$ cat src/design/assert_macros.svh
// Assertion helpers shared by the design files.
`ifndef ASSERT_MACROS_SVH
`define ASSERT_MACROS_SVH

// Condition must hold on every clock edge outside reset.
`define ASSERT_ALWAYS(label, clk, rst_n, expr) \
    label: assert property (@(posedge clk) disable iff (!(rst_n)) (expr)) \
        else $error("assertion failed: label");

// When the antecedent holds, the consequent holds on the same edge.
`define ASSERT_IMPLY(label, clk, rst_n, ante, cons) \
    label: assert property (@(posedge clk) disable iff (!(rst_n)) (ante) |-> (cons)) \
        else $error("assertion failed: label");

`endif

$ cat src/design/spa_pkg.sv
`default_nettype none

package spa_pkg;

    // Pool geometry and field widths
    localparam int SLOTS     = 8;
    localparam int REG_COUNT = 8;
    localparam int SLOT_W    = 3;
    localparam int SIZE_W    = 16;
    localparam int OFF_W     = 19;
    localparam int CNT_W     = 4;
    localparam int STAT_W    = 3;
    localparam int CFG_IDX_W = 4;

    // Result status codes
    localparam logic [STAT_W-1:0] ST_OK        = 3'd0;
    localparam logic [STAT_W-1:0] ST_FULL      = 3'd1;
    localparam logic [STAT_W-1:0] ST_NOFIT     = 3'd2;
    localparam logic [STAT_W-1:0] ST_NOTFOUND  = 3'd3;
    localparam logic [STAT_W-1:0] ST_EMPTYFREE = 3'd4;

    // Command classes decided at the front
    localparam logic [1:0] K_ALLOC = 2'd0;
    localparam logic [1:0] K_FREE  = 2'd1;
    localparam logic [1:0] K_NULL  = 2'd2;

    typedef struct packed {
        logic [1:0]        kind;
        logic [SIZE_W-1:0] req;
        logic [OFF_W-1:0]  foff;
    } t_cmd;

    typedef struct packed {
        logic [STAT_W-1:0] status;
        logic [SLOT_W-1:0] slot_index;
        logic [OFF_W-1:0]  slot_offset;
        logic [CNT_W-1:0]  used_count;
    } t_result;

endpackage

`default_nettype wire

$ cat src/design/spa_front.sv
`default_nettype none

module spa_front import spa_pkg::*; (
    input  wire logic              i_clk,
    input  wire logic              i_rst_n,
    input  wire logic              i_push,
    output logic                   o_full,
    input  wire logic              i_cmd,
    input  wire logic [SIZE_W-1:0] i_request_size,
    input  wire logic [OFF_W-1:0]  i_free_offset,
    input  wire logic              i_free_is_null,
    output logic                   o_cmd_valid,
    input  wire logic              i_cmd_ready,
    output t_cmd                   o_cmd
);

    // two-entry command queue
    t_cmd       r_q [0:1];
    logic       r_wr, r_rd;
    logic [1:0] r_count;
    t_cmd       w_cmd;
    logic       w_push_ok, w_pop_ok;

    // classify the incoming item
    always_comb begin
        w_cmd.req  = i_request_size;
        w_cmd.foff = i_free_offset;
        if (!i_cmd)
            w_cmd.kind = K_ALLOC;
        else if (i_free_is_null)
            w_cmd.kind = K_NULL;
        else
            w_cmd.kind = K_FREE;
    end

    assign o_full      = (r_count == 2'd2);
    assign o_cmd_valid = (r_count != 2'd0);
    assign o_cmd       = r_q[r_rd];
    assign w_push_ok   = i_push && !o_full;
    assign w_pop_ok    = o_cmd_valid && i_cmd_ready;

    // pointers and fill count
    always_ff @(posedge i_clk) begin
        if (!i_rst_n) begin
            r_wr    <= 1'b0;
            r_rd    <= 1'b0;
            r_count <= 2'd0;
        end else begin
            if (w_push_ok)
                r_wr <= ~r_wr;
            if (w_pop_ok)
                r_rd <= ~r_rd;
            if (w_push_ok && !w_pop_ok)
                r_count <= r_count + 2'd1;
            else if (w_pop_ok && !w_push_ok)
                r_count <= r_count - 2'd1;
        end
    end

    // queue storage
    always_ff @(posedge i_clk) begin
        if (w_push_ok)
            r_q[r_wr] <= w_cmd;
    end

`include "assert_macros.svh"
    `ASSERT_ALWAYS(a_count_range, i_clk, i_rst_n, r_count <= 2'd2)
    `ASSERT_IMPLY(a_ptrs_full, i_clk, i_rst_n, r_count == 2'd2, r_wr == r_rd)

endmodule

`default_nettype wire

$ cat src/design/spa_back.sv
`default_nettype none

module spa_back import spa_pkg::*; (
    input  wire logic                 i_clk,
    input  wire logic                 i_rst_n,
    input  wire logic                 i_cfg_valid,
    input  wire logic [CFG_IDX_W-1:0] i_cfg_index,
    input  wire logic [SIZE_W-1:0]    i_cfg_data,
    input  wire logic                 i_cmd_valid,
    output logic                      o_cmd_ready,
    input  wire t_cmd                 i_cmd,
    input  wire logic                 i_pop,
    output logic                      o_res_valid,
    output t_result                   o_res
);

    localparam logic S_IDLE = 1'b0;
    localparam logic S_SCAN = 1'b1;

    logic [SIZE_W-1:0] r_size [0:REG_COUNT-1];
    logic [SLOTS-1:0]  r_busy, n_busy;
    logic [CNT_W-1:0]  r_total, n_total;
    logic              r_state;
    t_cmd              r_cmd;
    logic [SLOT_W-1:0] r_k;
    logic [OFF_W-1:0]  r_acc;
    logic              r_out_valid;
    t_result           r_res, w_res;
    logic              w_done, w_last, w_commit;

    assign o_cmd_ready = (r_state == S_IDLE);
    assign o_res_valid = r_out_valid;
    assign o_res       = r_res;
    assign w_last      = (r_k == SLOT_W'(SLOTS - 1));
    assign w_commit    = (r_state == S_SCAN) && w_done && (!r_out_valid || i_pop);

    // decision for the slot under the scan pointer
    always_comb begin
        w_done  = 1'b0;
        n_busy  = r_busy;
        n_total = r_total;
        w_res.status      = ST_NOTFOUND;
        w_res.slot_index  = '0;
        w_res.slot_offset = '0;
        case (r_cmd.kind)
            K_ALLOC: begin
                if (r_total >= CNT_W'(SLOTS)) begin
                    w_done       = 1'b1;
                    w_res.status = ST_FULL;
                end else if (!r_busy[r_k] && r_size[r_k] >= r_cmd.req) begin
                    w_done            = 1'b1;
                    w_res.status      = ST_OK;
                    w_res.slot_index  = r_k;
                    w_res.slot_offset = r_acc;
                    n_busy[r_k]       = 1'b1;
                    n_total           = r_total + CNT_W'(1);
                end else if (w_last) begin
                    w_done       = 1'b1;
                    w_res.status = ST_NOFIT;
                end
            end
            K_FREE: begin
                if (r_acc == r_cmd.foff) begin
                    w_done            = 1'b1;
                    w_res.slot_index  = r_k;
                    w_res.slot_offset = r_acc;
                    if (r_busy[r_k]) begin
                        w_res.status = ST_OK;
                        n_busy[r_k]  = 1'b0;
                        if (r_total != '0)
                            n_total = r_total - CNT_W'(1);
                    end else begin
                        w_res.status = ST_EMPTYFREE;
                    end
                end else if (w_last) begin
                    w_done = 1'b1;
                end
            end
            default: begin
                w_done = 1'b1;
            end
        endcase
        w_res.used_count = n_total;
    end

    // control state, pool state and slot sizes
    always_ff @(posedge i_clk) begin
        if (!i_rst_n) begin
            r_state     <= S_IDLE;
            r_busy      <= '0;
            r_total     <= '0;
            r_out_valid <= 1'b0;
            for (int i = 0; i < REG_COUNT; i++)
                r_size[i] <= '0;
        end else begin
            if (i_cfg_valid && i_cfg_index < CFG_IDX_W'(REG_COUNT))
                r_size[i_cfg_index[SLOT_W-1:0]] <= i_cfg_data;
            case (r_state)
                S_IDLE: begin
                    if (i_cmd_valid)
                        r_state <= S_SCAN;
                end
                S_SCAN: begin
                    if (w_commit) begin
                        r_state <= S_IDLE;
                        r_busy  <= n_busy;
                        r_total <= n_total;
                    end
                end
                default: r_state <= S_IDLE;
            endcase
            if (w_commit)
                r_out_valid <= 1'b1;
            else if (i_pop)
                r_out_valid <= 1'b0;
        end
    end

    // scan pointer, running offset and result register
    always_ff @(posedge i_clk) begin
        if (r_state == S_IDLE && i_cmd_valid) begin
            r_cmd <= i_cmd;
            r_k   <= '0;
            r_acc <= '0;
        end else if (r_state == S_SCAN && !w_done) begin
            r_k   <= r_k + SLOT_W'(1);
            r_acc <= r_acc + OFF_W'(r_size[r_k]);
        end
        if (w_commit)
            r_res <= w_res;
    end

`include "assert_macros.svh"
    `ASSERT_ALWAYS(a_total_matches, i_clk, i_rst_n, $countones(r_busy) == int'(r_total))
    `ASSERT_IMPLY(a_full_count, i_clk, i_rst_n,
        r_out_valid && r_res.status == ST_FULL, r_res.used_count == CNT_W'(SLOTS))
    `ASSERT_IMPLY(a_fail_zero, i_clk, i_rst_n,
        r_out_valid && (r_res.status == ST_FULL || r_res.status == ST_NOFIT ||
        r_res.status == ST_NOTFOUND), r_res.slot_index == '0 && r_res.slot_offset == '0)

endmodule

`default_nettype wire

$ cat src/design/slot_pool_allocator.sv
// First-fit allocator over a pool of eight slots laid out back to back; slot i
// starts at the sum of the configured sizes of slots 0..i-1. Items enter a
// two-entry command queue (push/full) and leave through a one-entry result
// register (empty/pop), so a new item is taken while a result waits. The back
// end scans one slot per cycle, adding up offsets as it goes, and stops at the
// first slot that decides the item; a full pool or a null free is decided at
// slot 0. A result is written only once the result register is free or popped.
// Slot size registers are written through the cfg port, index 0..7, which is
// always ready; indexes 8..15 are ignored. Write sizes only while idle.
`default_nettype none

module slot_pool_allocator import spa_pkg::*; (
    input  wire logic                 i_clk,
    input  wire logic                 i_rst_n,
    input  wire logic                 push,
    output logic                      full,
    input  wire logic                 i_cmd,
    input  wire logic [SIZE_W-1:0]    i_request_size,
    input  wire logic [OFF_W-1:0]     i_free_offset,
    input  wire logic                 i_free_is_null,
    output logic                      empty,
    input  wire logic                 pop,
    output logic [STAT_W-1:0]         o_status,
    output logic [SLOT_W-1:0]         o_slot_index,
    output logic [OFF_W-1:0]          o_slot_offset,
    output logic [CNT_W-1:0]          o_used_count,
    input  wire logic                 i_cfg_valid,
    output logic                      o_cfg_ready,
    input  wire logic [CFG_IDX_W-1:0] i_cfg_index,
    input  wire logic [SIZE_W-1:0]    i_cfg_data
);

    t_cmd    w_cmd;
    logic    w_cmd_valid, w_cmd_ready, w_res_valid;
    t_result w_res;

    assign o_cfg_ready = 1'b1;

    spa_front u_front (
        .i_clk          (i_clk),
        .i_rst_n        (i_rst_n),
        .i_push         (push),
        .o_full         (full),
        .i_cmd          (i_cmd),
        .i_request_size (i_request_size),
        .i_free_offset  (i_free_offset),
        .i_free_is_null (i_free_is_null),
        .o_cmd_valid    (w_cmd_valid),
        .i_cmd_ready    (w_cmd_ready),
        .o_cmd          (w_cmd)
    );

    spa_back u_back (
        .i_clk       (i_clk),
        .i_rst_n     (i_rst_n),
        .i_cfg_valid (i_cfg_valid),
        .i_cfg_index (i_cfg_index),
        .i_cfg_data  (i_cfg_data),
        .i_cmd_valid (w_cmd_valid),
        .o_cmd_ready (w_cmd_ready),
        .i_cmd       (w_cmd),
        .i_pop       (pop),
        .o_res_valid (w_res_valid),
        .o_res       (w_res)
    );

    // result ports
    assign empty         = !w_res_valid;
    assign o_status      = w_res.status;
    assign o_slot_index  = w_res.slot_index;
    assign o_slot_offset = w_res.slot_offset;
    assign o_used_count  = w_res.used_count;

endmodule

`default_nettype wire

$ cat config.mk
export PLATFORM = sky130hd
export DESIGN_NAME = slot_pool_allocator
export DESIGN_NICKNAME = d
export VERILOG_FILES = /design/src/design/spa_pkg.sv /design/src/design/spa_front.sv /design/src/design/spa_back.sv /design/src/design/slot_pool_allocator.sv
export VERILOG_INCLUDE_DIRS = /design/src /design/src/design
export SDC_FILE = /design/constraint.sdc
export NUM_CORES = 1
export LEC_CHECK = 0
export BUFFER_PORTS_ARGS = -buffer_cell sky130_fd_sc_hd__buf_2
export CORE_MARGIN = 10
export CORE_UTILIZATION = 54
export DETAILED_ROUTE_END_ITERATION = 8
export PLACE_DENSITY = 0.72
export SLEW_MARGIN = 20
export SYNTH_ARGS = -nofsm -noshare
export SYNTH_HDL_FRONTEND = slang
export SYNTH_SLANG_ARGS = --single-unit
$ cat constraint.sdc
create_clock -name i_clk -period 6.9 [get_ports i_clk]
set_input_delay 1.38 -clock i_clk [delete_from_list [all_inputs] [get_ports i_clk]]
set_output_delay 1.38 -clock i_clk [all_outputs]
set_load 0.01 [all_outputs]
Word-level counts from Yosys, hierarchy flattened
Memories as Yosys holds them, arrays and structs flattened. A register that Yosys moved wholly into a read port is not among the register bits.
Cells that the tools add are included.

storage, ports and cells
  register bits after elaboration = 69
  memory bits (read-only) = 0
  latch bits = 0
  logic and storage cells = 114
  memories kept = 2
  output and inout port bits = 32
  RAM bits = 202

memories
  name           words  bits a word  read ports  clocked after Yosys merged registers in  wr ports  line             source
  u_back.r_size  8      16           1           1                                        8         spa_back.sv:20   logic [SIZE_W-1:0] r_size [0:REG_COUNT-1];
  u_front.r_q    2      37           1           1                                        1         spa_front.sv:18  t_cmd r_q [0:1];

operators by class
  div/mod/pow operators = 0
  bitwise logic cells = 6
  $mul = 0
  eq/ne operators = 8
  multiplexer cells = 48
  order comparisons = 5
  shifts and indexed selects = 0
  reduce and logical (&&, ||, !) cells = 26
  $add $sub $neg = 6

operators with widths
  operator               count
  $pmux W25 S2           1
  $mux W22               2
  $mux W8                4
  $mux W25               1
  $mux W4                5
  $add A19 B16 Y19       1
  $eq A19 B19 Y1         1
  $mux W1                18
  $mux W3                6
  $ge A16 B16 Y1         1
  $mux W16               1
  $pmux W8 S2            1
  $reduce_or A16 Y1      1
  $logic_and A1 B1 Y1    10
  $and A8 B8 Y8          1
  $mux W2                4
  $not A8 Y8             1
  $or A8 B8 Y8           1
  $pmux W4 S2            1
  $reduce_bool A2 Y1     4
  $reduce_and A7 Y1      1
  $logic_not A1 Y1       6
  $ne A2 B1 Y1 const B   3
  $add A4 B1 Y4 const B  1
  20 further kinds       23

Depth between registers and ports, before layout
Gate-level depths: netlist of the first run.

  depth after elaboration = 11
  mapped depth = 16

Hierarchy
Synthesis of the first run repeated with hierarchy kept, for this count alone.

unflattened totals
  cells, all modules = 976
  area total of the unflattened synthesis = 14098.5 µm²

modules (own cells, without submodules)
  module               area each (µm²)  sequential area each (µm²)  cells each  instances
  spa_back             11157.0          6606.3                      831         1
  spa_front            2926.6           2322.2                      142         1
  slot_pool_allocator  15.0             0.0                         3           1

Worst setup path before layout of the first run
OpenSTA, ideal clock, no wires.

  path kind = register to register
  start point = register (tool-made name)
  end point = register u_back.r_acc[16]
  setup slack = 2.784 ns
  setup time = 0.077 ns
  path buffers = 2
  cell stages (with the launch flop) = 14
  data arrival time = 4.039 ns
  required time = 6.823 ns
  cells stage by stage = dfxtp_1 -> clkbuf_1 -> buf_1 -> mux4_2 -> mux2_2 -> ha_1 -> a21oi_2 -> o21ai_1 -> or4_1 -> a41o_1 -> a21oi_4 -> o21ai_4 -> or4_1 -> a21oi_1

RTL lines
  element               line             source
  to (signal assigned)  spa_back.sv:127  r_acc <= r_acc + OFF_W'(r_size[r_k]);
  to (decl)             spa_back.sv:26   logic [OFF_W-1:0] r_acc;

==> parameters.txt, run 1 <==
Parameter                              Value

STA
  Count of final hold-check violations    0
  Slew margin rel.    25.5%
  Setup TNS    0 ns
  Actual transition at the worst max-transition pin    1.12 ns
  Share of the clock period used by the worst path    66.2%
  Final critical-path required period    4.57 ns
  Setup repair after global routing missed its margin    no
  Total count of max-transition violations in the final report    0
  Achievable clock frequency    219 MHz
  Final worst clock skew    0.0114 ns
  Number of failing setup endpoints in the final timing report    0
  Worst slack on hold paths    0.454 ns

Worst setup path
  Startpoint type of the worst setup path    flip-flop
  Most frequent cell on the critical path    sky130_fd_sc_hd__or4_1
  List of cells traversed by the critical path    buf_4 > mux4_2 > mux2_2 > ha_1 > a21oi_2 > o21ai_1 > or4_1 > a41o_1 > a21oi_4 > o21ai_4 > or4_1 > a21oi_1
  Worst path arrival time    4.98 ns
  Setup slack of the most critical reg-to-reg path    2.33 ns
  Type of element capturing the critical path    flip-flop
  Max stage delay cell, worst path    sky130_fd_sc_hd__or4_1
  Crit path required time    7.31 ns
  WS Path Type    flip-flop to flip-flop
  Delay of the slowest cell on the worst path    0.59 ns
  Endpoint of the lowest-slack register-to-register path    u_back.r_acc[16]
  Max Fanout on Critical Path    36
  Worst r2r path cells    12

Floorplan
  Initial Utilization    55.1%
  Chip height    181 um
  Number of rows in the core area    58
  Die W    181 um
  Total core area    25,300 um2
  Area of the die    32,700 um2
  Total I/O pin count    94

Power and ir drop
  Worst IR Drop VDD    236 uV
  Leakage dissipation    0.00601 uW
  Pwr per Cell Area    391 nW/um2

Cells and area
  # fillers    1,865
  Net count, final    1,161
  Combined area of the multi-input logic cells    4820 um2
  FF+latch area    8910 um2
  Proportion of layout cells with a drive suffix above 1    24.6%
  Area Overhead vs Synth    14.4%

Yosys
  Synth Flop Type    sky130_fd_sc_hd__edfxtp_1
  Number of enable flip-flop cells after synthesis    268
  Warnings, synthesis    0
  Netlist Area Pre-Place    14,000 um2
  Syn nets    1,062
  Synthesized area per cell    14.5 um2
  Async set-reset flop share out of synthesis    0%
  Sequential fraction of the synthesis area    63.9%
  Number of unique standard cell types used by synthesis    65
  Gate count of the mapped netlist    962
  Number of flip-flops and latches in the synthesized netlist    311

Drt
  Post-detailed-route count of antenna-violating nets    0
  Detailed-route vias per instance    5.68
  Initial DRC count    645
  Wire per inst    21.0 um
  First-pass iteration count of the detailed router    5
  Number of vias in the routed layout    8,041
  Sum of routed wire length over all layers    29.7 mm
  Number of design rule violations left after detail routing    0

Global routing
  Global-route wire length before repair    46.1 mm
  Maximum number of pins on one net before global-route repair    47
  Remaining global-route overflow    0
  Total routing usage reported by global routing    17.8%
  Number of global-route vias before repair    8,146
  Initial antenna violation count    2

Status
  Status    finished, final reports clean

CTS
  # Post-CTS Setup Buffers    0
  CTS tree    yes
  Clock-pin slew reported for the worst setup and hold paths after clock tree synthesis    0.06 ns
  Number of levels in the clock H-tree    2
  CTS Hold Buffers Added    0
  Num CTS Buffers    34
  Clock latency on the worst-skew pair    0.50 ns
  Master cell of the clock root buffer    sky130_fd_sc_hd__clkbuf_16
  CTS max path bufs    3
  Post-cts gate resize count    0
  Sinks on the clock net    311

Placement
  RePlAce Congestion    0.883
  Port bufs    92
  Post-detailed-placement half-perimeter wirelength    19.6 mm

Min path
  Hold Path Depth    2
  Worst min-delay path category    flip-flop to flip-flop

Job
  Count of max-cap constraint violations    0
[flip-flops by register name, indices dropped and copies added, names as in the netlist, named ones only]
| signal | cells |
|---|---|
| u_back.o_res_valid | 1 |
| u_front.r_wr | 1 |
| u_back.r_k | 3 |
| u_front.r_count | 2 |
| u_back.r_state | 1 |
| u_back.r_acc | 19 |
| u_back.o_res | 29 |
| u_front.r_rd | 1 |
| u_front.r_q | 74 |
| u_back.r_cmd | 37 |
| u_back.r_size | 128 |
| u_back.r_total | 4 |
[layout by cell type, fill, tap and decap left out, types with 16 or more instances in the layout]
master	n
sky130_fd_sc_hd__a21oi_1	17
sky130_fd_sc_hd__and2_1	154
sky130_fd_sc_hd__buf_2	92
sky130_fd_sc_hd__clkbuf_16	36
sky130_fd_sc_hd__dfxtp_1	40
sky130_fd_sc_hd__edfxtp_1	268
sky130_fd_sc_hd__ha_1	37
sky130_fd_sc_hd__inv_1	27
sky130_fd_sc_hd__mux2_2	52
sky130_fd_sc_hd__mux2i_1	22
sky130_fd_sc_hd__mux4_2	34
sky130_fd_sc_hd__nand2_1	37
sky130_fd_sc_hd__nor2_1	29
sky130_fd_sc_hd__nor3_1	16
sky130_fd_sc_hd__o21ai_0	19
sky130_fd_sc_hd__xor2_1	26
[cells in the mapped netlist, drive strengths merged, types with 19 or more instances]
library cell,count,share of area [%]
inv,29,0.78
nor2,30,0.81
a21oi,19,0.79
mux4,34,5.5
o21ai,28,1.1
mux2i,23,1.7
clkbuf,31,0.83
edfxtp,268,58
mux2,52,4.2
ha,37,3.3
nand2,37,1.0
xor2,26,1.6
dfxtp,43,6.2
and2,154,6.9
[final cells by class]
| cell class | count | area share, % |
|---|---|---|
| clock buffer | 42 | 5.85 |
| antenna | 1 | 0.0157 |
| inverter | 29 | 0.682 |
| multi-input combinational | 582 | 30.2 |
| timing repair buffer | 103 | 3.48 |
| tap | 330 | 2.59 |
| clock inverter | 18 | 1.39 |
| sequential | 311 | 55.8 |
[power by group]
| group | total (uW) | leakage (uW) | switching, uW | internal, uW |
|---|---|---|---|---|
| logic | 1630 | 0.00256 | 917 | 713 |
| registers | 2740 | 0.00289 | 278 | 2470 |
| clock network | 1860 | 0.000567 | 712 | 1150 |
| total | 6240 | 0.00601 | 1910 | 4330 |
[kinds of logic (layout without fill, tap and decap cells)]
logic type | after synthesis | in the layout | synth area share [%]
flip-flops | 311 | 311 | 63.9
AND/OR/NAND/NOR | 307 | 307 | 12.6
multiplexers | 109 | 109 | 11.4
AO/OA/AOI/OAI | 92 | 92 | 4.56
buffers and inverters | 69 | 192 | 1.93
adder cells (fa/ha/maj) | 38 | 38 | 3.46
XOR/XNOR | 35 | 35 | 2.20
other | 1 | 2 | 0.0269
[through the flow]
| stage | util, % | power, uW | setup WS (ns) | instance area [um2] | instances |
|---|---|---|---|---|---|
| 2_1_floorplan | - | 3910 | 2.78 | 14000 | 962 |
| 3_3_place_gp | 58.4 | 4370 | 2.41 | 14800 | 1354 |
| 3_5_place_dp | 58.4 | 4410 | 2.33 | 14800 | 1354 |
| 4_1_cts | 62.9 | 6280 | 2.28 | 15900 | 1414 |
| 5_1_grt | 63.0 | 6560 | 1.95 | 16000 | 1415 |
| 6_report | 63.0 | 6240 | 2.33 | 16000 | 1416 |
[routing by layer]
layer  track usage (%)  up-vias  routed length (um)
li1                  -     3799                   -
met1              23.4     3948               13000
met2              29.4      244               14400
met3              3.36       48                1740
met4              5.09        2                 567
met5                 0        -                   8
[critical path: cells and delay by family (launching register included)]
family | cells | cell delay [ns]
and+or+nand+nor | 2 | 1.07
adders and majority gates | 1 | 0.32
DFF | 1 | 0.56
buffers and inverters | 1 | 0.47
AOI/OAI and AO/OA | 6 | 1.17
muxes | 2 | 0.84
[how the worst max path moves through the flow]
stage / from / to / slack (ns) / cells after the start
6_report: flip-flop / u_back.r_acc[16] / 2.33 / 12
5_1_grt: flip-flop / u_back.o_res[10] / 1.95 / 13
4_1_cts: flip-flop / u_back.r_acc[16] / 2.28 / 12
3_5_place_dp: flip-flop / u_back.r_acc[16] / 2.33 / 12
3_3_place_gp: flip-flop / u_back.r_total[1] / 2.41 / 13
2_1_floorplan: flip-flop / u_back.r_acc[16] / 2.78 / 13
(Power assumes the default switching activity.)
==> inputs of run 2 (changes only) <==
- clock period: 6.9 -> 4.4 ns (I/O delays scaled with it)
==> run 2 against run 1 <==
Net effect:
- critical path depth unchanged
- cell area is 0.20% lower
- first-iteration DRC count up 0.93%
- utilization down 0.12 points
- maximum frequency up 17%
- power grew 53%
- count of clock-buffer cells in the layout decreased by 5
- via count decreased by 1.5%
- combinational power rose by 64%
- sequential share of layout area grew 0.10 points
- sequential power increased by 54%
- global-route usage decreased by 0.39 points
- critical endpoint unchanged
- largest cell class unchanged
- largest power group unchanged
==> parameters.txt, run 2 (synthesis gave the netlist of run 1 again) <==
Parameter                              Value

Status
  Status    finished, final reports clean

STA
  Final critical-path required period    3.90 ns
  Slew margin rel.    34.0%
  Achievable clock frequency    256 MHz
  Setup TNS    0 ns
  Count of final hold-check violations    0
  Actual transition at the worst max-transition pin    0.990 ns
  Share of the clock period used by the worst path    88.7%
  Number of failing setup endpoints in the final timing report    0
  Setup repair after global routing missed its margin    no
  Total count of max-transition violations in the final report    0
  Final worst clock skew    0.0113 ns

Drt
  Wire per inst    20.4 um
  Number of design rule violations left after detail routing    0
  Detailed-route vias per instance    5.56
  Number of vias in the routed layout    7,922
  Post-detailed-route count of antenna-violating nets    0
  Sum of routed wire length over all layers    29.0 mm
  Initial DRC count    651
  First-pass iteration count of the detailed router    5

Placement
  Cell area after placement    14,900 um2
  Placed Cells incl. Taps    1,366
  RePlAce Congestion    0.843
  Post-detailed-placement half-perimeter wirelength    19.3 mm
  Port bufs    92

CTS
  Number of levels in the clock H-tree    1
  Clock latency on the worst-skew pair    0.55 ns
  Clock-pin slew reported for the worst setup and hold paths after clock tree synthesis    0.06 ns
  Master cell of the clock root buffer    sky130_fd_sc_hd__clkbuf_16
  Post-cts gate resize count    0
  # Post-CTS Setup Buffers    0
  CTS max path bufs    3
  CTS Hold Buffers Added    0
  Sinks on the clock net    311
  CTS tree    yes
  Num CTS Buffers    31

Global routing
  Global-route wire length before repair    45.7 mm
  Maximum number of pins on one net before global-route repair    47
  Total routing usage reported by global routing    17.4%
  Initial antenna violation count    1
  Remaining global-route overflow    0
  Number of global-route vias before repair    8,111

Min path
  Worst min-delay path category    flip-flop to flip-flop
  Hold Path Depth    2

Cells and area
  Proportion of layout cells with a drive suffix above 1    24.1%
  Commonest cells after routing, fill and taps aside    sky130_fd_sc_hd__edfxtp_1 (268), sky130_fd_sc_hd__and2_1 (154), sky130_fd_sc_hd__buf_2 (92)
  Largest reg by FF count    u_back.r_size
  Number of non-filler instances in the completed layout    1,424
  Net count, final    1,170
  Most common library cell in the layout ignoring fill and taps    sky130_fd_sc_hd__edfxtp_1
  # fillers    1,883
  Largest registers    u_back.r_size x128, u_front.r_q x74, u_back.r_cmd x37
  Utilization after layout    62.9%
  Area Overhead vs Synth    14.2%
  Final std cell area, no fill    15,900 um2
  Max FFs per register    128

Worst setup path
  Critical Path Stages    12
  Crit path buffers/inverters    1
  Largest delay share family, worst path    compound AO/OA/AOI/OAI gates
  Worst path arrival time    4.36 ns
  Crit path required time    4.86 ns
  Setup slack of the most critical reg-to-reg path    0.50 ns
  Type of element capturing the critical path    flip-flop
  End point of the critical path    u_back.r_acc[16]
  List of cells traversed by the critical path    buf_12 > mux4_2 > mux2_2 > ha_1 > a21oi_1 > o21ai_1 > or4_1 > a41o_1 > a21oi_4 > o21ai_4 > or4_1 > a21oi_1
  WS Path Type    flip-flop to flip-flop
  Delay of the slowest cell on the worst path    0.54 ns
  Max Fanout on Critical Path    32
  Max stage delay cell, worst path    sky130_fd_sc_hd__mux4_2
  Worst r2r path cells    12
  Endpoint of the lowest-slack register-to-register path    u_back.r_acc[16]
  Startpoint type of the worst setup path    flip-flop

Floorplan
  Initial Utilization    55.1%
  Number of rows in the core area    58
  Total core area    25,300 um2
  Total I/O pin count    94
  Area of the die    32,700 um2
  Chip height    181 um
  Die W    181 um

Power and ir drop
  Worst IR Drop VDD    386 uV
  Power after layout    9530 uW
  Pwr per Cell Area    598 nW/um2
  Leakage dissipation    0.00600 uW

Job
  Count of max-cap constraint violations    0
-- run 2: cell types whose count changed in the layout (fill, tap and decap cells not counted), sizes merged --
cell    delta
clkbuf     -5
clkinv     +4
buf       +12
inv        -3
-- run 2: per-layer routing --
layer | global-route usage, % | routed length [um] | vias up
li1 | - | - | 3814
met4 | 3.90 | 438 | 0
met2 | 28.9 | 14000 | 199
met5 | 0 | 0 | -
met3 | 2.68 | 1450 | 34
met1 | 23.6 | 13100 | 3875
-- run 2: power by group --
| group | internal [uW] | switching (uW) | total (uW) |
|---|---|---|---|
| combinational | 1170 | 1500 | 2670 |
| sequential | 3860 | 366 | 4230 |
| clock | 1580 | 1050 | 2630 |
| total | 6610 | 2920 | 9530 |
-- run 2: metrics by stage --
step,hold slack [ns],setup WS [ns]
4_1_cts,0.461,0.482
6_report,0.460,0.496
5_1_grt,0.479,0.223
2_1_floorplan,0.435,0.284
3_5_place_dp,0.453,0.526
3_3_place_gp,0.444,0.525
-- run 2: worst register-to-register path, delay by kind of cell, from the launching register on --
kind | cells | cell delay, ns
adder cells (fa/ha/maj) | 1 | 0.29
buffers and inverters | 1 | 0.25
multiplexers | 2 | 0.87
flip-flops | 1 | 0.34
AO/OA/AOI/OAI | 6 | 1.05
AND/OR/NAND/NOR | 2 | 1.02
-- run 2: worst min-delay path by stage --
stage	start	endpoint	slack, ns
floorplan	flip-flop	flip-flop	0.44
global placement	flip-flop	flip-flop	0.44
detailed placement	flip-flop	flip-flop	0.45
CTS	flip-flop	flip-flop	0.46
global route	flip-flop	flip-flop	0.48
finish	flip-flop	flip-flop	0.46
-- run 2: layout make-up --
type / count / area (um2) / area share, %
antenna: 1 / 2.50 / 0.0157
clock inverter: 19 / 219 / 1.37
timing repair buffer: 115 / 696 / 4.37
tap: 330 / 413 / 2.59
sequential: 311 / 8910 / 55.9
multi-input combinational: 582 / 4780 / 30.0
inverter: 29 / 109 / 0.683
clock buffer: 37 / 798 / 5.01
==> inputs of run 3 (changes only) <==
- RECOVER_POWER: unset -> 100
- SYNTH_HIERARCHICAL: unset -> 1
==> run 3 against run 2 <==
Net effect:
- the flow now finishes with violations (capacitance limit, slew limit)
- global-route usage is 0.44 points higher
- die area is 0.93% higher
- critical path depth is 1 higher
- maximum frequency is 4.2% lower
- flip-flop and latch count is 1 higher
- sequential power hardly changed
- worst hold slack hardly changed
- combinational power is 3% higher
- clock skew hardly changed
- largest cell class unchanged
- largest power group unchanged
==> parameters.txt, run 3 <==
Parameter                              Value

Power and ir drop
  Switching pwr    2990 uW
  Internal power component    6440 uW
  Switching power as a share of total power    31.7%
  Power after layout    9430 uW
  Pwr per Cell Area    594 nW/um2
  Leakage dissipation    0.00576 uW
  Clock share of power    25.9%
  Worst IR Drop VDD    432 uV
  Sequential power share    44.9%
  Combinational share of power    29.1%

CTS
  Clock-pin slew reported for the worst setup and hold paths after clock tree synthesis    0.06 ns
  Master cell of the clock root buffer    sky130_fd_sc_hd__clkbuf_16
  Num CTS Buffers    31
  Sinks on the clock net    312
  Number of levels in the clock H-tree    1
  Clock latency on the worst-skew pair    0.55 ns
  CTS tree    yes
  # Post-CTS Setup Buffers    0
  CTS max path bufs    3
  CTS Hold Buffers Added    0

Yosys
  Area fraction in compound gates after synthesis    4.88%
  Number of flip-flops and latches in the synthesized netlist    312
  Async set-reset flop share out of synthesis    0%
  Synth Flop Type    sky130_fd_sc_hd__edfxtp_1
  Number of unique standard cell types used by synthesis    71
  Number of enable flip-flop cells after synthesis    268
  Biggest area contributors in the synthesized netlist    sky130_fd_sc_hd__edfxtp_1 (57%), sky130_fd_sc_hd__and2_1 (6.9%), sky130_fd_sc_hd__dfxtp_1 (6.2%)
  Gate count of the mapped netlist    976
  Sequential fraction of the synthesis area    63.3%
  Netlist Area Pre-Place    14,100 um2
  Top cells by instance count after synthesis    sky130_fd_sc_hd__edfxtp_1 (268), sky130_fd_sc_hd__and2_1 (156), sky130_fd_sc_hd__mux2_2 (51)
  Synth Area in Adders    3.43%
  Simple-gate area share of the yosys netlist    12.9%
  Most area-hungry cell type in the Yosys netlist    sky130_fd_sc_hd__edfxtp_1
  Synthesized area per cell    14.4 um2
  Share of the synthesized area in the top cell type    57.1%
  Mux share of post-synthesis cell area    11.0%
  Warnings, synthesis    6
  Top-count cell post-synth    sky130_fd_sc_hd__edfxtp_1
  Main combinational cell family by area after synthesis    simple AND/OR/NAND/NOR gates
  Area share of xor/xnor cells in the synthesized design    2.11%
  Syn nets    1,076

Drt
  First-pass iteration count of the detailed router    5
  Number of design rule violations left after detail routing    0
  Number of vias in the routed layout    8,139
  Wire per inst    20.6 um
  Post-detailed-route count of antenna-violating nets    0
  Detailed-route vias per instance    5.62
  Initial DRC count    598
  Sum of routed wire length over all layers    29.8 mm

Cells and area
  Max FFs per register    128
  # fillers    1,967
  Utilization after layout    61.2%
  Largest reg by FF count    u_back/r_size
  Number of diodes added for antenna fixing    0
  Largest registers    u_back/r_size x128, u_front/r_q x74, u_back/r_cmd x37
  Commonest cells after routing, fill and taps aside    sky130_fd_sc_hd__edfxtp_1 (268), sky130_fd_sc_hd__and2_1 (80), sky130_fd_sc_hd__and2_0 (76)
  Area Overhead vs Synth    12.5%
  Proportion of layout cells with a drive suffix above 1    17.3%
  Most common library cell in the layout ignoring fill and taps    sky130_fd_sc_hd__edfxtp_1
  Net count, final    1,190

STA
  Final worst clock skew    0.0116 ns
  Share of the clock period used by the worst path    92.7%
  Final critical-path required period    4.08 ns
  Setup repair after global routing missed its margin    no
  Total count of max-transition violations in the final report    162
  Slew margin rel.    -50.5%
  Number of failing setup endpoints in the final timing report    0
  Worst slack on hold paths    0.459 ns
  Setup TNS    0 ns
  Actual transition at the worst max-transition pin    2.26 ns
  Achievable clock frequency    245 MHz
  Count of final hold-check violations    0

Floorplan
  Chip height    182 um
  Total I/O pin count    94
  Area of the die    33,000 um2
  Total core area    25,900 um2
  Number of rows in the core area    59
  Initial Utilization    54.4%
  Die W    182 um

Placement
  Port bufs    92
  RePlAce Congestion    0.854
  Post-detailed-placement half-perimeter wirelength    20.2 mm

Status
  Violated checks    capacitance limit, slew limit
  Status    finished with violations

Global routing
  Initial antenna violation count    0
  Global-route wire length before repair    47.1 mm
  Total routing usage reported by global routing    17.8%
  Remaining global-route overflow    0
  Number of global-route vias before repair    8,366
  Maximum number of pins on one net before global-route repair    49

Min path
  Worst min-delay path category    flip-flop to flip-flop
  Hold Path Depth    2

Worst setup path
  WS Path Type    flip-flop to flip-flop
  Worst r2r path cells    13
  Crit path required time    4.82 ns
  Type of element capturing the critical path    flip-flop
  Worst path arrival time    4.49 ns
  Max Fanout on Critical Path    12
  Startpoint type of the worst setup path    flip-flop

Job
  Count of max-cap constraint violations    4
## run 3: changes by cell type in the layout (fill, tap and decap cells not counted), moves of 8 or more
cell                       before  now
sky130_fd_sc_hd__mux2_1         0   11
sky130_fd_sc_hd__clkbuf_1       6   74
sky130_fd_sc_hd__nor3_1        18    9
sky130_fd_sc_hd__buf_4         18    9
sky130_fd_sc_hd__mux2_2        52   40
sky130_fd_sc_hd__a21oi_1       17   25
sky130_fd_sc_hd__buf_2         92   45
sky130_fd_sc_hd__and2_1       154   80
sky130_fd_sc_hd__and2_0         0   76
## run 3: through the flow
step           setup WS, ns  instances  instance area (um2)
3_5_place_dp          0.385       1392                15000
6_report              0.323       1448                15900
4_1_cts               0.325       1448                16000
2_1_floorplan         0.133        976                14100
5_1_grt              0.0528       1448                15900
3_3_place_gp          0.436       1392                15000
## run 3: area by class of cell
class	count	area [um2]	share of cell area, %
clock inverter	11	57.6	0.363
timing repair buffer	124	592	3.73
tap	335	419	2.64
clock buffer	45	890	5.61
inverter	31	116	0.733
sequential	312	8930	56.3
multi-input combinational	590	4860	30.6
## run 3: routing by layer
metal	global-route usage, %	up-vias	routed length [um]
li1	-	3848	-
met1	24.6	4022	13400
met2	28.9	240	14200
met3	3.38	29	1780
met4	3.55	0	352
met5	0	-	0
## run 3: path summary, 6_finish.rpt
check	from	endpoint	slack, ns
max	flip-flop	flip-flop	0.32
min	flip-flop	flip-flop	0.46
max reg2reg	flip-flop	flip-flop	0.32
min reg2reg	flip-flop	flip-flop	0.46
## run 3: kinds of logic after synthesis
group / after synthesis
xor+xnor: 34
other cells: 1
simple gates: 311
compound gates: 98
mux: 108
buf+inv: 74
flops: 312
fa+ha+maj: 38
## run 3: timing repair
action / CTS / global route
endpoints found under the hold margin: 0 / 0
endpoints found under the setup margin: 0 / 1
gates resized for setup: 0 / 1
## run 3: power by group through the flow
| stage | Clock [uW] | Combinational (uW) | Sequential, uW |
|---|---|---|---|
| 3_5_place_dp | 0 | 2800 | 4280 |
| 5_1_grt | 2620 | 3060 | 4300 |
| 6_report | 2440 | 2750 | 4240 |
| 2_1_floorplan | 0 | 2080 | 4140 |
| 3_3_place_gp | 0 | 2740 | 4260 |
| 4_1_cts | 2490 | 2810 | 4230 |
## run 3: critical path: stages, from the launching register on
cell and delay, ns:
sky130_fd_sc_hd__dfxtp_2 0.50, sky130_fd_sc_hd__buf_4 0.35, sky130_fd_sc_hd__mux4_2 0.54, sky130_fd_sc_hd__mux2_2 0.33, sky130_fd_sc_hd__ha_1 0.33, sky130_fd_sc_hd__nand4_1 0.11
sky130_fd_sc_hd__or3_1 0.37, sky130_fd_sc_hd__o21ai_1 0.17, sky130_fd_sc_hd__buf_4 0.18, sky130_fd_sc_hd__nand2_4 0.09, sky130_fd_sc_hd__o32ai_2 0.37, sky130_fd_sc_hd__clkbuf_2 0.29
sky130_fd_sc_hd__nand4_1 0.15, sky130_fd_sc_hd__mux2i_1 0.16
